`src/rbm_pkg.sv`:
```
// Package for the RGB box mean filter: word types, register codes, field
// widths and the border padding function. No dependencies.
`timescale 1ns / 1ps
package rbm_pkg;

  localparam int MAX_WIDTH_DEF  = 1024;
  localparam int MAX_RADIUS_DEF = 7;
  localparam int MAX_HEIGHT     = 4096;

  // coordinate width that covers padded rows and columns
  localparam int CRD_W     = 14;
  localparam int FW_W      = 11;
  localparam int FH_W      = 13;
  localparam int FR_W      = 3;
  localparam int CFG_W     = 13;
  localparam int CFG_IDX_W = 2;

  localparam logic [CFG_IDX_W-1:0] CFG_WIDTH  = 2'd0;
  localparam logic [CFG_IDX_W-1:0] CFG_HEIGHT = 2'd1;
  localparam logic [CFG_IDX_W-1:0] CFG_RADIUS = 2'd2;

  localparam logic CMD_PIXEL = 1'b0;
  localparam logic CMD_FLUSH = 1'b1;

  typedef struct packed {
    logic       command;
    logic [7:0] chan0_in;
    logic [7:0] chan1_in;
    logic [7:0] chan2_in;
  } in_word_t;

  typedef struct packed {
    logic [7:0] chan0_mean;
    logic [7:0] chan1_mean;
    logic [7:0] chan2_mean;
    logic       frame_end;
  } out_word_t;

  typedef struct packed {
    logic clear;
    logic acc_en;
    logic div_step;
  } lane_ctrl_t;

  // Map a padded coordinate q to a frame coordinate for extent n, radius r.
  function automatic logic [CRD_W-1:0] pad_src(input logic [CRD_W-1:0] q,
                                               input logic [CRD_W-1:0] n,
                                               input logic [CRD_W-1:0] r);
    logic [CRD_W-1:0] s;
    if (q < r) begin
      s = q;
    end else if (q < r + n) begin
      s = q - r;
    end else if (q >= (r << 1)) begin
      s = q - (r << 1);
    end else begin
      s = '0;
    end
    if (s > n - 1'b1) begin
      s = n - 1'b1;
    end
    return s;
  endfunction

endpackage

```
`src/rbm_lane.sv`:
```
// One channel lane: window sum accumulator and restoring divider by the area.
// Depends on rbm_pkg.
`timescale 1ns / 1ps
module rbm_lane #(
  parameter int SUM_W  = 18,
  parameter int AREA_W = 8
) (
  input  logic               clk_i,
  input  rbm_pkg::lane_ctrl_t ctrl_i,
  input  logic [7:0]         pix_i,
  input  logic [AREA_W-1:0]  area_i,
  output logic [7:0]         mean_o
);

  logic [SUM_W-1:0]  acc_q;
  logic [AREA_W:0]   rem_q;
  logic [AREA_W:0]   rem_sh;
  logic              ge;

  // shift in the next dividend bit and compare against the area
  assign rem_sh = {rem_q[AREA_W-1:0], acc_q[SUM_W-1]};
  assign ge     = rem_sh >= {1'b0, area_i};

  // accumulate, then divide in place: quotient bits replace the sum
  always_ff @(posedge clk_i) begin
    if (ctrl_i.clear) begin
      acc_q <= '0;
      rem_q <= '0;
    end else if (ctrl_i.acc_en) begin
      acc_q <= acc_q + SUM_W'(pix_i);
    end else if (ctrl_i.div_step) begin
      acc_q <= {acc_q[SUM_W-2:0], ge};
      rem_q <= ge ? (rem_sh - {1'b0, area_i}) : rem_sh;
    end
  end

  assign mean_o = acc_q[7:0];

endmodule

```
`config.mk`:
```
export PLATFORM = sky130hd
export DESIGN_NAME = rbm_lane
export DESIGN_NICKNAME = d
export VERILOG_FILES = /design/src/rbm_pkg.sv /design/src/rbm_lane.sv
export SDC_FILE = /design/constraint.sdc
export NUM_CORES = 1
export LEC_CHECK = 0
export ABC_AREA = 1
export BUFFER_PORTS_ARGS = -buffer_cell sky130_fd_sc_hd__buf_2
export CELL_PAD_IN_SITES_DETAIL_PLACEMENT = 1
export CELL_PAD_IN_SITES_GLOBAL_PLACEMENT = 1
export CORE_MARGIN = 8
export CORE_UTILIZATION = 41
export DETAILED_ROUTE_END_ITERATION = 8
export PLACE_DENSITY_LB_ADDON = 0.2
export SLEW_MARGIN = 20
export SYNTH_ARGS = -nofsm -noshare
export SYNTH_HDL_FRONTEND = slang
export SYNTH_SLANG_ARGS = --single-unit
```
`constraint.sdc`:
```
create_clock -name clk_i -period 2.2 [get_ports clk_i]
set_input_delay 0.33 -clock clk_i [delete_from_list [all_inputs] [get_ports clk_i]]
set_output_delay 0.33 -clock clk_i [all_outputs]
set_load 0.1 [all_outputs]
```
; ---- Yosys cells after proc, flatten, opt, wreduce, memory -nomap -nowiden
; Index checks and enable logic that the tools add are counted.
[classes]
addsub = 2
order_cmp = 1
shift = 0
div_mod_pow = 0
n_bitwise = 1
reduce_logical = 2
n_eq_ne = 0
n_mul = 0
muxes = 3
[ops]
columns = cell, count
row1 = 2-to-1 mux 18 bit, 2
row2 = adder 18 x 8 -> 18 bit, 1
row3 = >= comparator 9 x 8 -> 1 bit, 1
row4 = 2-to-1 mux 8 bit, 1
row5 = subtractor 8 bit, 1
row6 = AND reduction 2 bit, 1
row7 = nonzero test 2 bit, 1
row8 = inverter 1 bit, 1
[word_totals]
latchBits = 0
regBits = 26
rom_bits = 0
memories = 0
input_bits = 20
ramBits = 0
wordCells = 11

; ---- Longest topological paths before layout
; Gate-level depths: netlist of the first run.
[depth]
depth_word = 3
mapped_depth = 13

; ---- Least setup slack after synthesis of the first run
; Ideal clock, no wire load.
[synth_timing]
path_type = input -> register
from = in pix_i[0]
to = reg acc_q[4]
t_required_ns = 2.072
setup_time_ns = 0.128
path_slack_ns = 0.563
path_stages = 8
arrival_ns = 1.509
path_buffers = 0
path_cell_list = ha_1 -> fa_1 -> nand2_1 -> nand2_1 -> and2_1 -> or2_0 -> nand3_1 -> a31oi_1
[synth_via]
elab_chain_cells = 2
[synth_lines]
columns = item, line_no
row1 = "start, declared", rbm_lane.sv:10  ; input logic [7:0] pix_i,
row2 = adder 18 x 8 -> 18 bit, rbm_lane.sv:30  ; acc_q <= acc_q + SUM_W'(pix_i);
row3 = 2-to-1 mux 18 bit, rbm_lane.sv:29  ; end else if (ctrl_i.acc_en) begin
row4 = "end signal, assigned", rbm_lane.sv:30
row5 = "end signal, assigned", rbm_lane.sv:32  ; acc_q <= {acc_q[SUM_W-2:0], ge};
row6 = "end, declared", rbm_lane.sv:15  ; logic [SUM_W-1:0] acc_q;
; No other way between the ends.
; A chain may end at the register's enable or synchronous reset.

; ---- Worst setup path after layout of the first run
[layout_timing]
from = reg acc_q[17]
to = reg rem_q[6]
[layout_via]
elab_chain_cells = 2
[layout_lines]
columns = item, line_no
row1 = subtractor 8 bit or >= comparator 9 x 8 -> 1 bit (tied branches), "rbm_lane.sv:33, rbm_lane.sv:22"
row2 = 2-to-1 mux 8 bit *, rbm_lane.sv:33  ; rem_q <= ge ? (rem_sh - {1'b0, area_i}) : rem_sh;
row3 = "end signal, assigned", rbm_lane.sv:33
row4 = "end, declared", rbm_lane.sv:16  ; logic [AREA_W:0] rem_q;
; Mark *: on every way between the ends. The rest lies on a longest branch, timed or not.

==> impl_results.md, run 1 <==
* Outcome: finished, final reports clean
* Max-cap viol count at 0
* Multi-input logic area at 1580 um^2
* Largest family of logic cells by synthesized area: simple AND/OR/NAND/NOR gates
* Post-CTS Hold Fix Bufs at 0
* Hold Crit Class: input pin to flip-flop
* Resized Gates After CTS at 0
* First-pass GRT wire length at roughly 12 mm
* Mux cell area share after synthesis at 0
* Largest net degree at the start of global routing at 27
* Total power at 1.42 mW
* Critical path endpoint category: flip-flop
* Clock Sinks at 26
* Pleak at around 1.3 nW
* Setup bufs post-CTS at 0
* Mapped cell area at 2470 um^2
* Antenna violations before repair at 0
* RSZ-0062 raised after global routing: false
* Max VDD drop at 0.250 mV
* Clock Latency Late Sink at 0.30 ns
* Setup WS post-layout at between 0.2 and 0.3 ns
* Synth area leader: dfxtp_1
* Final Cycle Share at 0.868
* Syn Nets at about 440
* # nets final at 456
* PwrDens at about 530 nW/um^2
* Worst path slowest cell: fa_1
* Buf/Inv on CP at 2
* Ant. Diodes at 0
* Routability congestion estimate at about 0.83
* Syn_area_per_cell at 6.18 um^2
* Slew @ Worst Pin at 0.575 ns
* Fillers at around 850
* GRT Util Overall at 0.170
* Die H at roughly 94 um
* Crit Path Category: flip-flop to flip-flop
* Critical path's largest stage delay at 0.41 ns
* Clock skew at approximately 0.02 ns
* CP dominant cell by count: nand2_1
* Num rows at 28
* # setup viols final at 0
* Max clock buf depth at 2
* # port buffers at 27
* Synth Area in Compound Gates at 0.109
* Post-synth top area share at 0.211
* Routed wire length at 7.04 mm
* Hold path depth at 4
* Vias per cell at 5.21
* Root Driver: clkbuf_8
* Synth warn at 0
* TNS Setup at 0 ns
* Final min period at 1.91 ns
* Share of cells above drive strength 1 at 0.137
* Antenna viol nets, final at 0
* Total gr overflow at 0
* Wire length per cell at around 14 um
* Pre-CTS WS at 0.249 ns
* Critical path, cell by cell: inv_1, ha_1, fa_1, nor2_1, nand2_1, nand3_1, nand2_1, nand2_1, inv_1, nand2_1, nand3_2, a21oi_2
* Clock-pin slew on the worst setup and hold paths at 0.12 ns
* Crit-path max FO at 4
* DR vias at 2,561
* Core box area at 5890 um^2
* CTS Buf Count at 3
* Sequential-to-total area share from yosys stat at 0.211
* Register bit total from synthesis at 26
* Pre-Repair DR Iteration Count at 4
* Delay-heaviest family, CP: adder cells
* Worst setup SP type: flip-flop
* Netlist cell types at 34
* Critical Path Stages at 12
* Final Max Tran Viols at 0
* Die footprint at 8770 um^2
* I/O pin count at 28
* Post-Synth Simple-Gate Area at 0.423
* Effective utilization at floorplan at 0.420
* Fin. Hold Viols at 0
* Vias in the first global route at approximately 2,700
* Synth area leaders: dfxtp_1, nand2_1, inv_1, nand3_1, ha_1
* Horiz. Die Dim at 93.7 um
* Instance count of the mapped netlist at 400
* Drt drc at 0
* CTS tree: yes
* Fmax at between 0.5 and 0.6 GHz
* Slew margin rel. at 0.617
* Reg2Reg Depth at 12
* Register Area at 520 um^2
* Detailed placer's ending HPWL at 5.46 mm
* Area growth from synthesis to layout at 8.30%
* Iter 0 DRT Violations at 143
* Post-synthesis xor/xnor area fraction at 0.0106
* Htree depth at 1
* Post-Synth Adder-Cell Area at 0.0972
* Worst EP required at about 2.4 ns
* Crit path DAT at 2.13 ns
==> synth_stat cells (all sizes together) <==
cell / count
a21oi: 25
a31o: 1
a31oi: 8
and2: 3
buf: 12
clkbuf: 3
clkinv: 1
dfxtp: 26
fa: 2
ha: 16
inv: 70
nand2: 125
nand3: 53
nand4: 7
nor2: 23
nor3: 3
o21ai: 5
o22ai: 8
or2: 6
xor2: 3
==> routing by layer <==
layer | wire (um) | GRT usage | vias to the layer above
li1 | - | - | 1310
met1 | 3330 | 0.218 | 1214
met2 | 3480 | 0.296 | 30
met3 | 125 | 0.0144 | 7
met4 | 105 | 0.0502 | 0
met5 | 0 | 0 | -
==> final cells by class <==
type                    count  area share
flip-flops and latches     26       0.194
well taps                  75      0.0350
multi-input cells         288       0.591
repair buffers             28      0.0533
inverters                  71      0.0995
clock inverters             1      0.0112
clock buffers               3      0.0154
==> registers in the layout, summed over array words and instances (netlist names) <==
signal	flops
rem_q	8
acc_q	18
==> power by group <==
part	switching (mW)	internal (mW)
combinational	0.343	0.134
sequential	0.0232	0.493
clock	0.184	0.245
==> cells by family (layout without fill, tap and decap cells) <==
group	after synthesis	count (layout)
AOI/OAI and AO/OA	47	47
xor gates and xnor gates	3	3
adders and majority gates	18	18
buffers and inverters	86	103
DFF	26	26
and+or+nand+nor	220	220
==> through the flow <==
step	hold WS, ns	utilization	instances	area [um^2]
2_1_floorplan	0.461	-	400	2470
3_5_place_dp	0.481	0.443	488	2610
5_1_grt	0.434	0.455	492	2680
3_3_place_gp	0.477	0.443	488	2610
6_report	0.411	0.455	492	2680
4_1_cts	0.418	0.455	492	2680
==> worst min-delay path: cells and delay by family <==
family	cells	cell delay (ns)
and+or+nand+nor	2	0.13
buffers and inverters	1	0.15
AOI/OAI and AO/OA	1	0.06
==> path summary, 6_finish.rpt <==
| path | start | endpoint | slack, ns |
|---|---|---|---|
| max | acc_q[17]$_SDFFE_PP0P_ | rem_q[6]$_SDFFE_PP0P_ | 0.29 |
| min | ctrl_i[0] | acc_q[4]$_SDFFE_PP0P_ | 0.41 |
| max reg2reg | acc_q[17]$_SDFFE_PP0P_ | rem_q[6]$_SDFFE_PP0P_ | 0.29 |
| min reg2reg | rem_q[5]$_SDFFE_PP0P_ | rem_q[5]$_SDFFE_PP0P_ | 0.49 |
==> cells in the final DEF (no fill, tap or decap), types with 5 or more instances in the layout <==
| master | n |
|---|---|
| nand2_1 | 122 |
| inv_1 | 66 |
| nand3_1 | 47 |
| buf_2 | 27 |
| dfxtp_1 | 26 |
| a21oi_1 | 22 |
| nor2_1 | 16 |
| ha_1 | 16 |
| a31oi_1 | 8 |
| o22ai_1 | 8 |
| nand4_1 | 6 |
| nand3_2 | 5 |
No activity file was read; power rests on OpenSTA's default activity.
==> run 2, diff against run 1 <==
- ABC_AREA: 1 -> 0
- CORE_UTILIZATION: 41 -> 43
==> impl_results.md, run 2 <==
* Max clock buf depth at 2 (unchanged)
* Critical path endpoint category: flip-flop
* Mapped cell area at 2050 um^2 (-17%)
* Antenna violations before repair at 0 (unchanged)
* Worst EP required at 2.37 ns (-0.05 ns)
* Largest family of logic cells by synthesized area: compound AO/OA/AOI/OAI gates
* Placed cell area at 2340 um^2 (-10%)
* Vias per cell at 5.82 (+12%)
* Crit-path max FO at 12 (+8)
* Detailed placer's ending HPWL at 4.18 mm (-23%)
* PwrDens at 579 nW/um^2 (+9.0%)
* Wire length per cell at 16.3 um (+14%)
* Top_reg_cell synth: dfxtp_1
* Post-Synth Simple-Gate Area at 0.209 (-0.214)
* Pleak at 1.09 nW (-16%)
* Worst setup SP type: flip-flop
* Total gr overflow at 0 (unchanged)
* Register bit total from synthesis at 26 (unchanged)
* Largest net degree at the start of global routing at 29 (+7.4%)
* Final cell count without fillers at 341 (-31%)
* Instance count of the mapped netlist at 251 (-37%)
* Sequential-to-total area share from yosys stat at 0.254 (+0.0431)
* CTS tree: yes
* Post-synth top area share at 0.254 (+0.0431)
* Outcome: finished, final reports clean
* Slew @ Worst Pin at 0.490 ns (-0.0846 ns)
* Horiz. Die Dim at 85.1 um (-9.2%)
* RSZ-0062 raised after global routing: false
* Core box area at 4660 um^2 (-21%)
* CTS Buf Count at 3 (unchanged)
* Clock Sinks at 26 (unchanged)
* Final Max Tran Viols at 0 (unchanged)
* Fin. Hold Viols at 0 (unchanged)
* Post-Layout Inst Area at 2410 um^2 (-9.9%)
* Post-synth EDFFs at 0 (unchanged)
* Antenna viol nets, final at 0 (unchanged)
* Fmax at 0.473 GHz (-9.7%)
* Clock skew at 0.00469 ns (-0.0154 ns)
* Synth async-reset ratio at 0 (unchanged)
* Critical path, cell by cell: ha_1, nor2b_4, o31a_1, o2111a_1, o32a_4, o2111a_1, a22o_1
* I/O pin count at 28 (unchanged)
* DR vias at 1,984 (-23%)
* Dpl cells at 338 (-31%)
* Worst path slowest cell: dfxtp_1
* Reg2Reg Depth at 7 (-5)
* Synth area leaders: dfxtp_1, ha_1, nor2_1, a211oi_1, a21oi_1
* Routability congestion estimate at 0.821 (-0.81%)
* Synth top cells by count: dfxtp_1, nor2_1, a21oi_1, ha_1, nand2_1
* Netlist cell types at 50 (+47%)
* Setup bufs post-CTS at 0 (unchanged)
* Iter 0 DRT Violations at 71 (-50%)
* Critical R2R Capture: rem_q[7]$_SDFFE_PP0P_
* Die footprint at 7240 um^2 (-17%)
* Hold path depth at 2 (-2)
* # port buffers at 27 (unchanged)
* Post-synthesis xor/xnor area fraction at 0.0299 (+0.0193)
* FF-to-FF setup slack at 0.09 ns (-0.20 ns)
* Post-Synth Adder-Cell Area at 0.117 (+0.0199)
* Root Driver: clkbuf_8
* Drt drc at 0 (unchanged)
* Crit path DAT at 2.28 ns (+0.15 ns)
* Syn Nets at 289 (-34%)
* Final Core Density at 0.518 (+0.0629)
* Syn_area_per_cell at 8.18 um^2 (+32%)
* Top Registers: acc_q (18), rem_q (8)
* Pre-Repair DR Iteration Count at 4 (unchanged)
* Routed wire length at 5.55 mm (-21%)
* Final min period at 2.11 ns (+0.204 ns)
* Share of cells above drive strength 1 at 0.247 (+0.111)
* Most frequent cells in the layout: buf_2, nor2_1, buf_4, dfxtp_1
* Area growth from synthesis to layout at 17.6%
* First-pass GRT wire length at 9.56 mm (-23%)
* Pre-CTS WS at -0.140 ns (-0.389 ns)
* Crit Path Category: flip-flop to flip-flop
* Post-CTS Hold Fix Bufs at 0 (unchanged)
* Worst r2r src: rem_q[0]$_SDFFE_PP0P_
* Largest register by flop count: acc_q
* Max FFs per register at 18 (unchanged)
* # setup viols final at 0 (unchanged)
* Ant. Diodes at 0 (unchanged)
* Min-delay src: ctrl_i[2]
* GRT Util Overall at 0.154 (-0.0163)
* Num rows at 25 (-11%)
* Clock Latency Late Sink at 0.27 ns (-0.03 ns)
* Vias in the first global route at 2,056 (-24%)
* Fillers at 583 (-31%)
* CP dominant cell by count: o2111a_1
* # nets final at 327 (-28%)
* Effective utilization at floorplan at 0.440 (+0.0202)
* Synth Area in Compound Gates at 0.280 (+0.171)
* Max VDD drop at 0.315 mV (+26%)
* Hold Crit Class: input pin to flip-flop
* Clock-pin slew on the worst setup and hold paths at 0.09 ns (-0.03 ns)
* Synth warn at 0 (unchanged)
* Htree depth at 1 (unchanged)
* Hold endpoint: acc_q[17]$_SDFFE_PP0P_
* Most common cell after layout, fill and taps aside: buf_2
* Critical path's largest stage delay at 0.34 ns (-0.07 ns)
* Max-cap viol count at 0 (unchanged)
* Synth area leader: dfxtp_1
* Setup WS post-layout at 0.0854 ns (-0.204 ns)
* Slew margin rel. at 0.672 (+0.0554)
* Die H at 85.1 um (-9.2%)
* Final Cycle Share at 0.961 (+0.0928)
* Mux cell area share after synthesis at 0.0348 (+0.0348)
==> run 2: cell count changes after synthesis, moves of 7 or more <==
| cell | previous run | this run |
|---|---|---|
| and3_1 | 0 | 8 |
| nand3_1 | 47 | 5 |
| nor2_1 | 16 | 26 |
| nor3_1 | 3 | 10 |
| nand2_1 | 122 | 15 |
| o22ai_1 | 8 | 0 |
| inv_1 | 66 | 11 |
| clkbuf_1 | 2 | 9 |
| nor2b_1 | 0 | 8 |
| a211oi_1 | 0 | 11 |
==> run 2: per-layer routing <==
metal  part of all wire  track usage  vias to the layer above
met5                  0            0                        -
met2               0.49        0.265                       24
met3              0.026       0.0261                        2
met4             0.0034       0.0275                        0
met1               0.48        0.197                      956
li1                   -            -                     1002
==> run 2: where the power goes <==
group / total [mW] / internal (mW) / switching, mW
logic: 0.592 / 0.231 / 0.361
clock network: 0.274 / 0.123 / 0.151
registers: 0.531 / 0.499 / 0.0318
==> run 2: cell families (layout without fill, tap and decap cells) <==
logic type | after synthesis | after routing
and+or+nand+nor | 86 | 86
xor gates and xnor gates | 7 | 7
AOI/OAI and AO/OA | 76 | 76
muxes | 7 | 7
adders and majority gates | 18 | 18
DFF | 26 | 26
buffers and inverters | 31 | 67
==> run 2: worst max path at each step <==
stage	start	endpoint	slack, ns	depth (start not counted)
floorplan	pix_i[0]	acc_q[10]$_SDFFE_PP0P_	0.06	8
global placement	pix_i[0]	acc_q[10]$_SDFFE_PP0P_	-0.08	9
detailed placement	pix_i[0]	acc_q[12]$_SDFFE_PP0P_	-0.14	10
CTS	acc_q[0]$_SDFFE_PP0P_	acc_q[12]$_SDFFE_PP0P_	0.01	9
global route	acc_q[0]$_SDFFE_PP0P_	acc_q[12]$_SDFFE_PP0P_	0.006	9
finish	rem_q[0]$_SDFFE_PP0P_	rem_q[7]$_SDFFE_PP0P_	0.09	7
==> run 2: critical path, delay by kind of cell, from the launching register on <==
kind / cells / cell delay, ns
DFF: 1 / 0.34
adders and majority gates: 1 / 0.29
and+or+nand+nor: 1 / 0.13
AOI/OAI and AO/OA: 5 / 1.25
==> run 2: timing repair <==
action | 4_1_cts | 5_1_grt
gates resized for setup | 1 | 10
hold endpoints to repair | 0 | 0
pin swaps | 0 | 1
endpoints found under the setup margin | 1 | 10
==> run 2: layout make-up <==
| class | instances | area (um^2) | share of cell area |
|---|---|---|---|
| multi-input combinational | 194 | 1410 | 0.585 |
| sequential | 26 | 522 | 0.216 |
| timing repair buffer | 53 | 330 | 0.137 |
| tap | 54 | 67.6 | 0.0280 |
| clock buffer | 3 | 41.3 | 0.0171 |
| inverter | 11 | 41.3 | 0.0171 |
==> run 2: stage by stage <==
stage | total power, mW | setup TNS (ns) | hold slack [ns]
2_1_floorplan | 0.976 | 0 | 0.454
3_3_place_gp | 1.10 | -0.262 | 0.482
3_5_place_dp | 1.12 | -0.462 | 0.497
4_1_cts | 1.40 | 0 | 0.357
5_1_grt | 1.48 | 0 | 0.376
6_report | 1.40 | 0 | 0.360
==> run 3, diff against run 2 <==
- BUFFER_PORTS_ARGS: -buffer_cell sky130_fd_sc_hd__buf_2 -> -buffer_cell sky130_fd_sc_hd__buf_4
==> impl_results.md, run 3 (synthesis results as in run 2) <==
* Antenna viol nets, final at 0 (unchanged)
* Resized Gates After CTS at 0 (-1)
* GRT Util Overall at 0.157 (+0.00279)
* Hold Crit Class: input pin to flip-flop
* Most common cell after layout, fill and taps aside: buf_4
* Horiz. Die Dim at 85.1 um (unchanged)
* RSZ-0062 raised after global routing: false
* Outcome: finished, final reports clean
* Antenna violations before repair at 0 (unchanged)
* Drt drc at 0 (unchanged)
* CTS tree: yes
* Setup bufs post-CTS at 0 (unchanged)
* Final Cycle Share at 0.963 (+0.00154)
* PwrDens at 590 nW/um^2 (+2.0%)
* Pleak at 1.09 nW (+0.33%)
* Fin. Hold Viols at 0 (unchanged)
* Root Driver: clkbuf_8
* Num rows at 25 (unchanged)
* Worst EP required at 2.37 ns (about the same)
* Die footprint at 7240 um^2 (unchanged)
* Ant. Diodes at 0 (unchanged)
* Max VDD drop at 0.332 mV (+5.6%)
* Iter 0 DRT Violations at 76 (+7.0%)
* Max FFs per register at 18 (unchanged)
* Min Hold Slack at 0.416 ns (+0.0559 ns)
* Total gr overflow at 0 (unchanged)
* Wire length per cell at 15.8 um (-2.7%)
* Vias per cell at 5.78 (-0.69%)
* Vias in the first global route at 2,081 (+1.2%)
* Clock Latency Late Sink at 0.27 ns (about the same)
* Slew @ Worst Pin at 0.438 ns (-0.0524 ns)
* # setup viols final at 0 (unchanged)
* I/O pin count at 28 (unchanged)
* Final Max Tran Viols at 0 (unchanged)
* Final min period at 2.12 ns (+0.00340 ns)
* Clock Sinks at 26 (unchanged)
* Die H at 85.1 um (unchanged)
* CTS Buf Count at 3 (unchanged)
* Worst setup SP type: flip-flop
* Effective utilization at floorplan at 0.440 (unchanged)
* DR vias at 1,953 (-1.6%)
* Clock-pin slew on the worst setup and hold paths at 0.10 ns (about the same)
* TNS Setup at 0 ns (unchanged)
* Core box area at 4660 um^2 (unchanged)
* Post-CTS Hold Fix Bufs at 0 (unchanged)
* Routability congestion estimate at 0.823 (+0.19%)
* Crit Path Category: flip-flop to flip-flop
* Routed wire length at 5.35 mm (-3.6%)
* First-pass GRT wire length at 9.50 mm (-0.65%)
* Detailed placer's ending HPWL at 4.13 mm (-1.3%)
* Critical path endpoint category: flip-flop
* Top Registers: acc_q (18), rem_q (8)
* Slew margin rel. at 0.707 (+0.0350)
* Largest net degree at the start of global routing at 29 (unchanged)
* Fmax at 0.472 GHz (-0.16%)
* Fillers at 573 (-1.7%)
* Largest register by flop count: acc_q
* Crit path DAT at 2.29 ns (about the same)
* # nets final at 323 (-1.2%)
* Clock skew at 0.00510 ns (+0.000409 ns)
* Pre-Repair DR Iteration Count at 4 (unchanged)
* # port buffers at 27 (unchanged)
* Max clock buf depth at 2 (unchanged)
* Crit-path max FO at 11 (-1)
* Most frequent cells in the layout: buf_4, nor2_1, dfxtp_1
* Share of cells above drive strength 1 at 0.236 (-0.0115)
* Htree depth at 1 (unchanged)
* Total power at 1.45 mW (+4.0%)
* Area growth from synthesis to layout at 19.9%
* Max-cap viol count at 0 (unchanged)
==> run 3: where the power goes <==
part | switching [mW] | internal, mW
registers | 0.0316 | 0.499
clock network | 0.157 | 0.160
logic | 0.359 | 0.246
==> run 3: layout make-up <==
cell class,instances,area (um^2),share of cell area
multi-input cells,194,1410,0.572
flip-flops and latches,26,522,0.212
repair buffers,49,368,0.150
well taps,54,67.6,0.0275
clock buffers,4,55.1,0.0224
inverters,11,41.3,0.0168
==> run 3: layer usage <==
metal | part of all wire | GRT usage | routed length [um]
met1 | 0.48 | 0.196 | 2590
met2 | 0.48 | 0.271 | 2580
met3 | 0.027 | 0.0251 | 143
met4 | 0.0075 | 0.0388 | 40
met5 | 0 | 0 | 0
==> run 3: path summary, 6_finish.rpt <==
check                                             from  slack, ns                      to  cells after the start
worst max-delay path             rem_q[0]$_SDFFE_PP0P_       0.08   rem_q[7]$_SDFFE_PP0P_                      7
worst min-delay path                         ctrl_i[2]       0.42   acc_q[3]$_SDFFE_PP0P_                      2
worst max register to register   rem_q[0]$_SDFFE_PP0P_       0.08   rem_q[7]$_SDFFE_PP0P_                      7
worst min register to register  acc_q[12]$_SDFFE_PP0P_       0.49  acc_q[13]$_SDFFE_PP0P_                      2
==> run 3: worst max-delay path, cell delays in order, from the launching register on <==
cell and delay [ns]:
dfxtp_1 0.33, ha_1 0.29, nor2b_4 0.14, o31a_1 0.26
o2111a_1 0.27, o32a_2 0.27, o2111a_1 0.26, a22o_1 0.19
==> run 3: through the flow <==
stage,util,setup WS (ns),cells,area [um^2]
4_1_cts,0.521,0.00514,338,2430
5_1_grt,0.528,0.00967,338,2460
6_report,0.528,0.0820,338,2460
3_5_place_dp,0.509,-0.141,334,2370
3_3_place_gp,0.509,-0.0874,334,2370
2_1_floorplan,-,0.0572,251,2050
